===== config.mk =====
export PLATFORM = sky130hd
export DESIGN_NAME = awe_div
export DESIGN_NICKNAME = d
export VERILOG_FILES = /design/src/rtl/core/awe_pkg.sv /design/src/rtl/core/awe_div.sv
export SDC_FILE = /design/constraint.sdc
export NUM_CORES = 1
export LEC_CHECK = 0
export BUFFER_PORTS_ARGS = -buffer_cell sky130_fd_sc_hd__buf_2
export CELL_PAD_IN_SITES_DETAIL_PLACEMENT = 0
export CELL_PAD_IN_SITES_GLOBAL_PLACEMENT = 2
export CORE_MARGIN = 5
export CORE_UTILIZATION = 36
export DETAILED_ROUTE_END_ITERATION = 10
export GPL_TIMING_DRIVEN = 1
export PLACE_DENSITY = 0.87
export SYNTH_ARGS = -nofsm -noshare
export SYNTH_HDL_FRONTEND = slang
export SYNTH_SLANG_ARGS = --single-unit

===== constraint.sdc =====
create_clock -name clk_i -period 3.96 [get_ports clk_i]
set_input_delay 0.792 -clock clk_i [delete_from_list [all_inputs] [get_ports clk_i]]
set_output_delay 0.792 -clock clk_i [all_outputs]
set_load 0.02 [all_outputs]

===== src/rtl/core/awe_pkg.sv =====
package awe_pkg;

  localparam int SAMPLE_BITS = 24;
  localparam int ENV_W       = 24;
  localparam int SVF_W       = 32;
  localparam int CFG_W       = 25;
  localparam int CFG_AW      = 3;
  localparam int MUL_W       = 34;
  localparam int PROD_W      = 2 * MUL_W;
  localparam int DIV_DW      = 54;
  localparam int DIV_VW      = 37;
  localparam int F_W         = 30;
  localparam int Q_W         = 20;
  localparam int X2_W        = 31;
  localparam int MIX_W       = SAMPLE_BITS + 18;

  typedef enum logic [CFG_AW-1:0] {
    REG_ATTACK,
    REG_RELEASE,
    REG_SENS,
    REG_BASE,
    REG_RANGE,
    REG_RESQ,
    REG_MIX,
    REG_SRATE
  } reg_idx_e;

  localparam logic [CFG_W-1:0] ONE_Q24 = CFG_W'(16777216);
  localparam logic [16:0]      ONE_Q16 = 17'd65536;

  localparam logic signed [PROD_W-1:0] ENV_FULL = PROD_W'(1) << (SAMPLE_BITS - 1);
  localparam logic signed [PROD_W-1:0] CUT_MIN  = PROD_W'(20 * 65536);
  localparam logic signed [PROD_W-1:0] CUT_MAX  = PROD_W'(18000 * 65536);
  localparam logic signed [PROD_W-1:0] F_MAX    = PROD_W'(1052266988);
  localparam logic signed [PROD_W-1:0] Q_MIN    = PROD_W'(6554);

  // sine polynomial, Q30
  localparam logic signed [31:0] HC1 = 32'sd1686629713;
  localparam logic signed [31:0] HC3 = -32'sd693598668;
  localparam logic signed [31:0] HC5 = 32'sd85569306;
  localparam logic signed [31:0] HC7 = -32'sd5026995;
  localparam logic signed [31:0] HC9 = 32'sd172272;

  typedef struct packed {
    logic              start;
    logic [DIV_DW-1:0] dividend;
    logic [DIV_VW-1:0] divisor;
  } div_req_t;

  typedef struct packed {
    logic              done;
    logic [DIV_DW-1:0] quotient;
  } div_rsp_t;

  function automatic logic signed [31:0] horner_coef(input logic [1:0] step);
    case (step)
      2'd0:    return HC7;
      2'd1:    return HC5;
      2'd2:    return HC3;
      default: return HC1;
    endcase
  endfunction

  // divide by 2^n, rounding toward zero
  function automatic logic signed [PROD_W-1:0] tdiv_p2(input logic signed [PROD_W-1:0] v,
                                                       input int unsigned n);
    logic signed [PROD_W-1:0] bias;
    bias = v[PROD_W-1] ? $signed((PROD_W'(1) << n) - PROD_W'(1)) : '0;
    return (v + bias) >>> n;
  endfunction

  function automatic logic signed [PROD_W-1:0] sat_s(input logic signed [PROD_W-1:0] v,
                                                     input int unsigned bits);
    logic signed [PROD_W-1:0] hi;
    logic signed [PROD_W-1:0] lo;
    hi = $signed((PROD_W'(1) << (bits - 1)) - PROD_W'(1));
    lo = -hi - $signed(PROD_W'(1));
    return (v > hi) ? hi : ((v < lo) ? lo : v);
  endfunction

endpackage


===== src/rtl/core/awe_div.sv =====
module awe_div (
  input  logic              clk_i,
  input  logic              rst_ni,
  input  awe_pkg::div_req_t req_i,
  output awe_pkg::div_rsp_t rsp_o
);
  import awe_pkg::*;

  localparam int CNT_W = $clog2(DIV_DW + 1);

  logic              busy_q, busy_d;
  logic              done_q, done_d;
  logic [CNT_W-1:0]  cnt_q, cnt_d;
  logic [DIV_DW-1:0] quo_q, quo_d;
  logic [DIV_VW-1:0] rem_q, rem_d;
  logic [DIV_VW-1:0] dsr_q, dsr_d;
  logic [DIV_VW:0]   rem_sh;
  logic [DIV_VW:0]   rem_sub;

  // restoring, one quotient bit per cycle, dividend shifts out as quotient shifts in
  always_comb begin
    busy_d  = busy_q;
    done_d  = 1'b0;
    cnt_d   = cnt_q;
    quo_d   = quo_q;
    rem_d   = rem_q;
    dsr_d   = dsr_q;
    rem_sh  = {rem_q, quo_q[DIV_DW-1]};
    rem_sub = rem_sh - {1'b0, dsr_q};
    if (req_i.start) begin
      busy_d = 1'b1;
      cnt_d  = '0;
      quo_d  = req_i.dividend;
      rem_d  = '0;
      dsr_d  = req_i.divisor;
    end else if (busy_q) begin
      if (rem_sh >= {1'b0, dsr_q}) begin
        rem_d = rem_sub[DIV_VW-1:0];
        quo_d = {quo_q[DIV_DW-2:0], 1'b1};
      end else begin
        rem_d = rem_sh[DIV_VW-1:0];
        quo_d = {quo_q[DIV_DW-2:0], 1'b0};
      end
      cnt_d = cnt_q + 1'b1;
      if (cnt_q == CNT_W'(DIV_DW - 1)) begin
        busy_d = 1'b0;
        done_d = 1'b1;
      end
    end
  end

  always_ff @(posedge clk_i or negedge rst_ni) begin
    if (!rst_ni) begin
      busy_q <= 1'b0;
      done_q <= 1'b0;
      cnt_q  <= '0;
    end else begin
      busy_q <= busy_d;
      done_q <= done_d;
      cnt_q  <= cnt_d;
    end
  end

  always_ff @(posedge clk_i) begin
    quo_q <= quo_d;
    rem_q <= rem_d;
    dsr_q <= dsr_d;
  end

  assign rsp_o.done     = done_q;
  assign rsp_o.quotient = quo_q;

endmodule


==> metrics.md <==
| Metric | Value |
|---|---|
| Final critical path time including I/O delays and setup | `3.56 ns` |
| Clk pin slew, worst setup/hold paths | `0.07 ns` |
| FF-to-FF Start | `quo_q[53]` |
| Final setup skew | `0.0130 ns` |
| Critical path launch point | `quo_q[53]` |
| Buffers inserted during post-CTS setup optimization | `0` |
| Number of placement rows | `54` |
| Count of maximum capacitance violations | `0` |
| Starting density of the core | `36.4%` |
| Final setup viols | `0` |
| End of the worst register-to-register path | `rem_q[19]` |
| Global-route wire length before repair | `31800 um` |
| Portion of synthesized cell area occupied by the leading cell type | `34.5%` |
| End point of the critical path | `rem_q[19]` |
| # fillers | `2161` |
| Static power due to leakage | `4.08 nW` |
| Number of global-route vias before repair | `6184` |
| Syn. warnings | `0` |
| Clock network power share | `27.1%` |
| Register area | `3670 um^2` |
| XOR/XNOR Fraction of Synth Area | `3.76%` |
| Data arrival time of the critical path | `3.89 ns` |
| Count of flip-flops with a built-in enable after synthesis | `91` |
| Initial antenna violation count | `2` |
| Flip-flop and latch count after synthesis | `136` |
| Multiplexer fraction of the synthesized cell area | `9.31%` |
| Number of resized instances in the post-cts repair step | `0` |
| Sum of negative setup slack | `0 ns` |
| Cell taking the most area after synthesis | `edfxtp_1` |
| Slew headroom | `49.5%` |
| Run status | `complete, no violations` |
| Synthesized instance count | `761` |
| Initial DRC Count | `342` |
| Power density of the placed cells | `655 nW/um^2` |
| Leading post-synthesis cells by cell area | `edfxtp_1 34%, dfxtp_1 9.3%, mux2_2 7.7%` |
| Sw Share | `38.6%` |
| Max-slew violations | `0` |
| Vias per cell | `5.12` |
| Net total in the final layout | `1029` |
| Synthesized-area fraction occupied by and/or/nand/nor cells | `12.8%` |
| Chip height | `158 um` |
| Share of the clock period used by the worst path after layout | `89.8%` |
| Max VDD drop | `333 uV` |
| DRT antenna net count | `0` |
| Sequential share of the synthesized area | `46.3%` |
| Worst hold-check path type | `input pin to async pin` |
| Type of destination of the critical path | `flop` |
| Horizontal die dimension | `158 um` |
| CTS max path bufs | `2` |
| Final hold violation count | `0` |
| DR pass1 iterations | `4` |
| Clock root buffer master | `clkbuf_16` |
| Port Buf Inserts | `148` |
| Worst skew pair latency | `0.43 ns` |
| Vias post-DR | `6088` |
| Design internal power | `3.82 mW` |
| Overall die area | `25100 um^2` |
| Layout-stage area growth over the synthesis result | `19.8%` |
| Multi-input combinational cell area | `3840 um^2` |
| Maximum number of pins on one net before global-route repair | `135` |
| Half-perimeter wire length after placement | `14300 um` |
| Startpoint type of the worst setup path | `flop` |
| Maximum clock frequency | `281 MHz` |
| Synth Area in Compound Gates | `16.1%` |
| Proportion of synthesized flip-flops having asynchronous set or reset | `5.88%` |
| Number of nets produced by synthesis | `895` |
| Depth of the worst register-to-register path | `13` |
| # hold bufs at CTS | `0` |
| Sequential cell fraction of total power | `31.8%` |
| Final estimated routing congestion in global placement | `0.814` |
| Synthesized area divided by synthesized cell count | `10.4 um^2` |
| Most common flop cell mapped by yosys | `edfxtp_1` |
| Average wire per standard cell | `16.6 um` |
| TritonCTS Buffers | `17` |
| Portion of total power attributed to combinational logic | `41.1%` |
| Flop2flop setup slack | `0.40 ns` |
| CTS sink count | `136` |
| Diode insertion count for antenna repair | `0` |
| Wire length reported by the detailed router | `19800 um` |
| Grt ovf | `0` |
| Aggregate global-route resource usage | `15.7%` |
| I/O pin total | `149` |
| CTS tree | `yes` |
| Synth unique cells | `72` |
| Share of layout cells above drive strength 1 | `29.5%` |
| Number of H-tree branching levels | `4` |
| Adder and majority cell fraction of the synthesized area | `6.41%` |
| Crit Path Class | `flop to flop` |
| Post-detailed-route DRC marker count | `0` |
| Slew of the pin with the lowest slew margin | `0.757 ns` |
| Worst endpoint required time | `4.30 ns` |
| P_sw | `2.40 mW` |
| Max FO, Critical Path | `17` |
| Total power draw | `6.22 mW` |
| Core footprint | `21800 um^2` |
| Dominant combinational cell family by area after synthesis | `compound AO/OA/AOI/OAI gates` |
| Unrepaired setup endpoints after global routing | `no` |
| Mapped cell area | `7930 um^2` |
[metrics by stage]
stage / hold WS, ns / std cells / area [um^2] / util (%) / setup slack, ns
after floorplan: 0.468 / 761 / 7930 / - / 0.716
final: 0.198 / 1188 / 9500 / 43.7 / 0.403
after CTS: 0.188 / 1188 / 9500 / 43.7 / 0.350
after global placement: 0.481 / 1156 / 8880 / 40.8 / 0.565
after global routing: 0.198 / 1188 / 9500 / 43.7 / 0.162
after detailed placement: 0.490 / 1156 / 8880 / 40.8 / 0.369
[kinds of logic (layout without fill, tap and decap cells)]
kind of cell / after synthesis / count (layout)
xor+xnor: 34 / 34
mux: 67 / 67
flops: 136 / 136
buf+inv: 94 / 241
simple gates: 210 / 210
compound gates: 180 / 180
fa+ha+maj: 40 / 40
[power by group through the flow]
stage          logic (mW)  clock network [mW]  registers (mW)
6_report             2.56                1.69            1.98
5_1_grt              2.86                1.79            2.01
4_1_cts              2.58                1.73            1.98
3_5_place_dp         2.57                   0            2.00
3_3_place_gp         2.56                   0            2.00
2_1_floorplan        1.98                   0            2.04
[metal layers]
metal  routed length, um  vias up  GRT usage [%]
met4                  70        4           2.52
met3                1430       13           6.06
met1                9110     2872           20.9
li1                    -     3066              -
met5                  21        -              0
met2                9120      133           25.0
[cell usage in the layout, fill, tap and decap left out, types with 19 or more instances in the layout]
master	netlist	routed
nand2_1	65	65
dfxtp_1	37	37
ha_1	39	39
mux2_2	54	54
a211oi_1	19	19
buf_2	7	147
a21oi_1	50	50
inv_1	53	52
o21ai_0	31	31
edfxtp_1	91	91
nor2_1	59	59
[cells in the mapped netlist, types with 11 or more instances]
| library cell | count |
|---|---|
| a311oi_1 | 11 |
| mux2_2 | 54 |
| nor2_1 | 59 |
| ha_1 | 39 |
| a211oi_1 | 19 |
| xor2_1 | 17 |
| a21oi_1 | 50 |
| nand3_1 | 17 |
| inv_1 | 53 |
| a21o_1 | 15 |
| nand2_1 | 65 |
| edfxtp_1 | 91 |
| dfxtp_1 | 37 |
| xnor2_1 | 17 |
| mux2i_1 | 13 |
| clkbuf_1 | 23 |
| o21ai_0 | 31 |
[sequential cells by signal (all words and copies together), names as in the netlist]
| register | flops |
|---|---|
| dsr_q | 37 |
| cnt_q | 6 |
| rem_q | 37 |
| quo_q | 54 |
| done_q | 1 |
| busy_q | 1 |
[worst max-delay path, cell delays in order (launching register included)]
cell      delay, ns
edfxtp_1       0.42
inv_1          0.08
ha_1           0.16
inv_1          0.05
fa_1           0.40
a21o_1         0.22
a221o_2        0.40
a22oi_2        0.28
a211oi_2       0.18
o211ai_2       0.28
nand2_2        0.32
buf_4          0.33
mux2i_1        0.13
a211oi_1       0.22
[final cells by class]
type | instances | area share, %
Multi-Input combinational cell | 531 | 40.4
Sequential cell | 136 | 38.7
Timing Repair Buffer | 156 | 8.59
Clock buffer | 17 | 4.48
Tap cell | 280 | 3.69
Inverter | 53 | 2.09
Clock inverter | 15 | 2.06
[worst min path at each step]
stage                    from         to  slack (ns)  depth (start not counted)
floorplan           rem_q[13]  rem_q[14]        0.47                          2
global placement    rem_q[13]  rem_q[14]        0.48                          2
detailed placement  rem_q[13]  rem_q[14]        0.49                          2
CTS                    rst_ni     done_q        0.19                          1
global route           rst_ni   cnt_q[5]        0.20                          1
finish                 rst_ni   cnt_q[5]        0.20                          1
(Power assumes the default switching activity.)
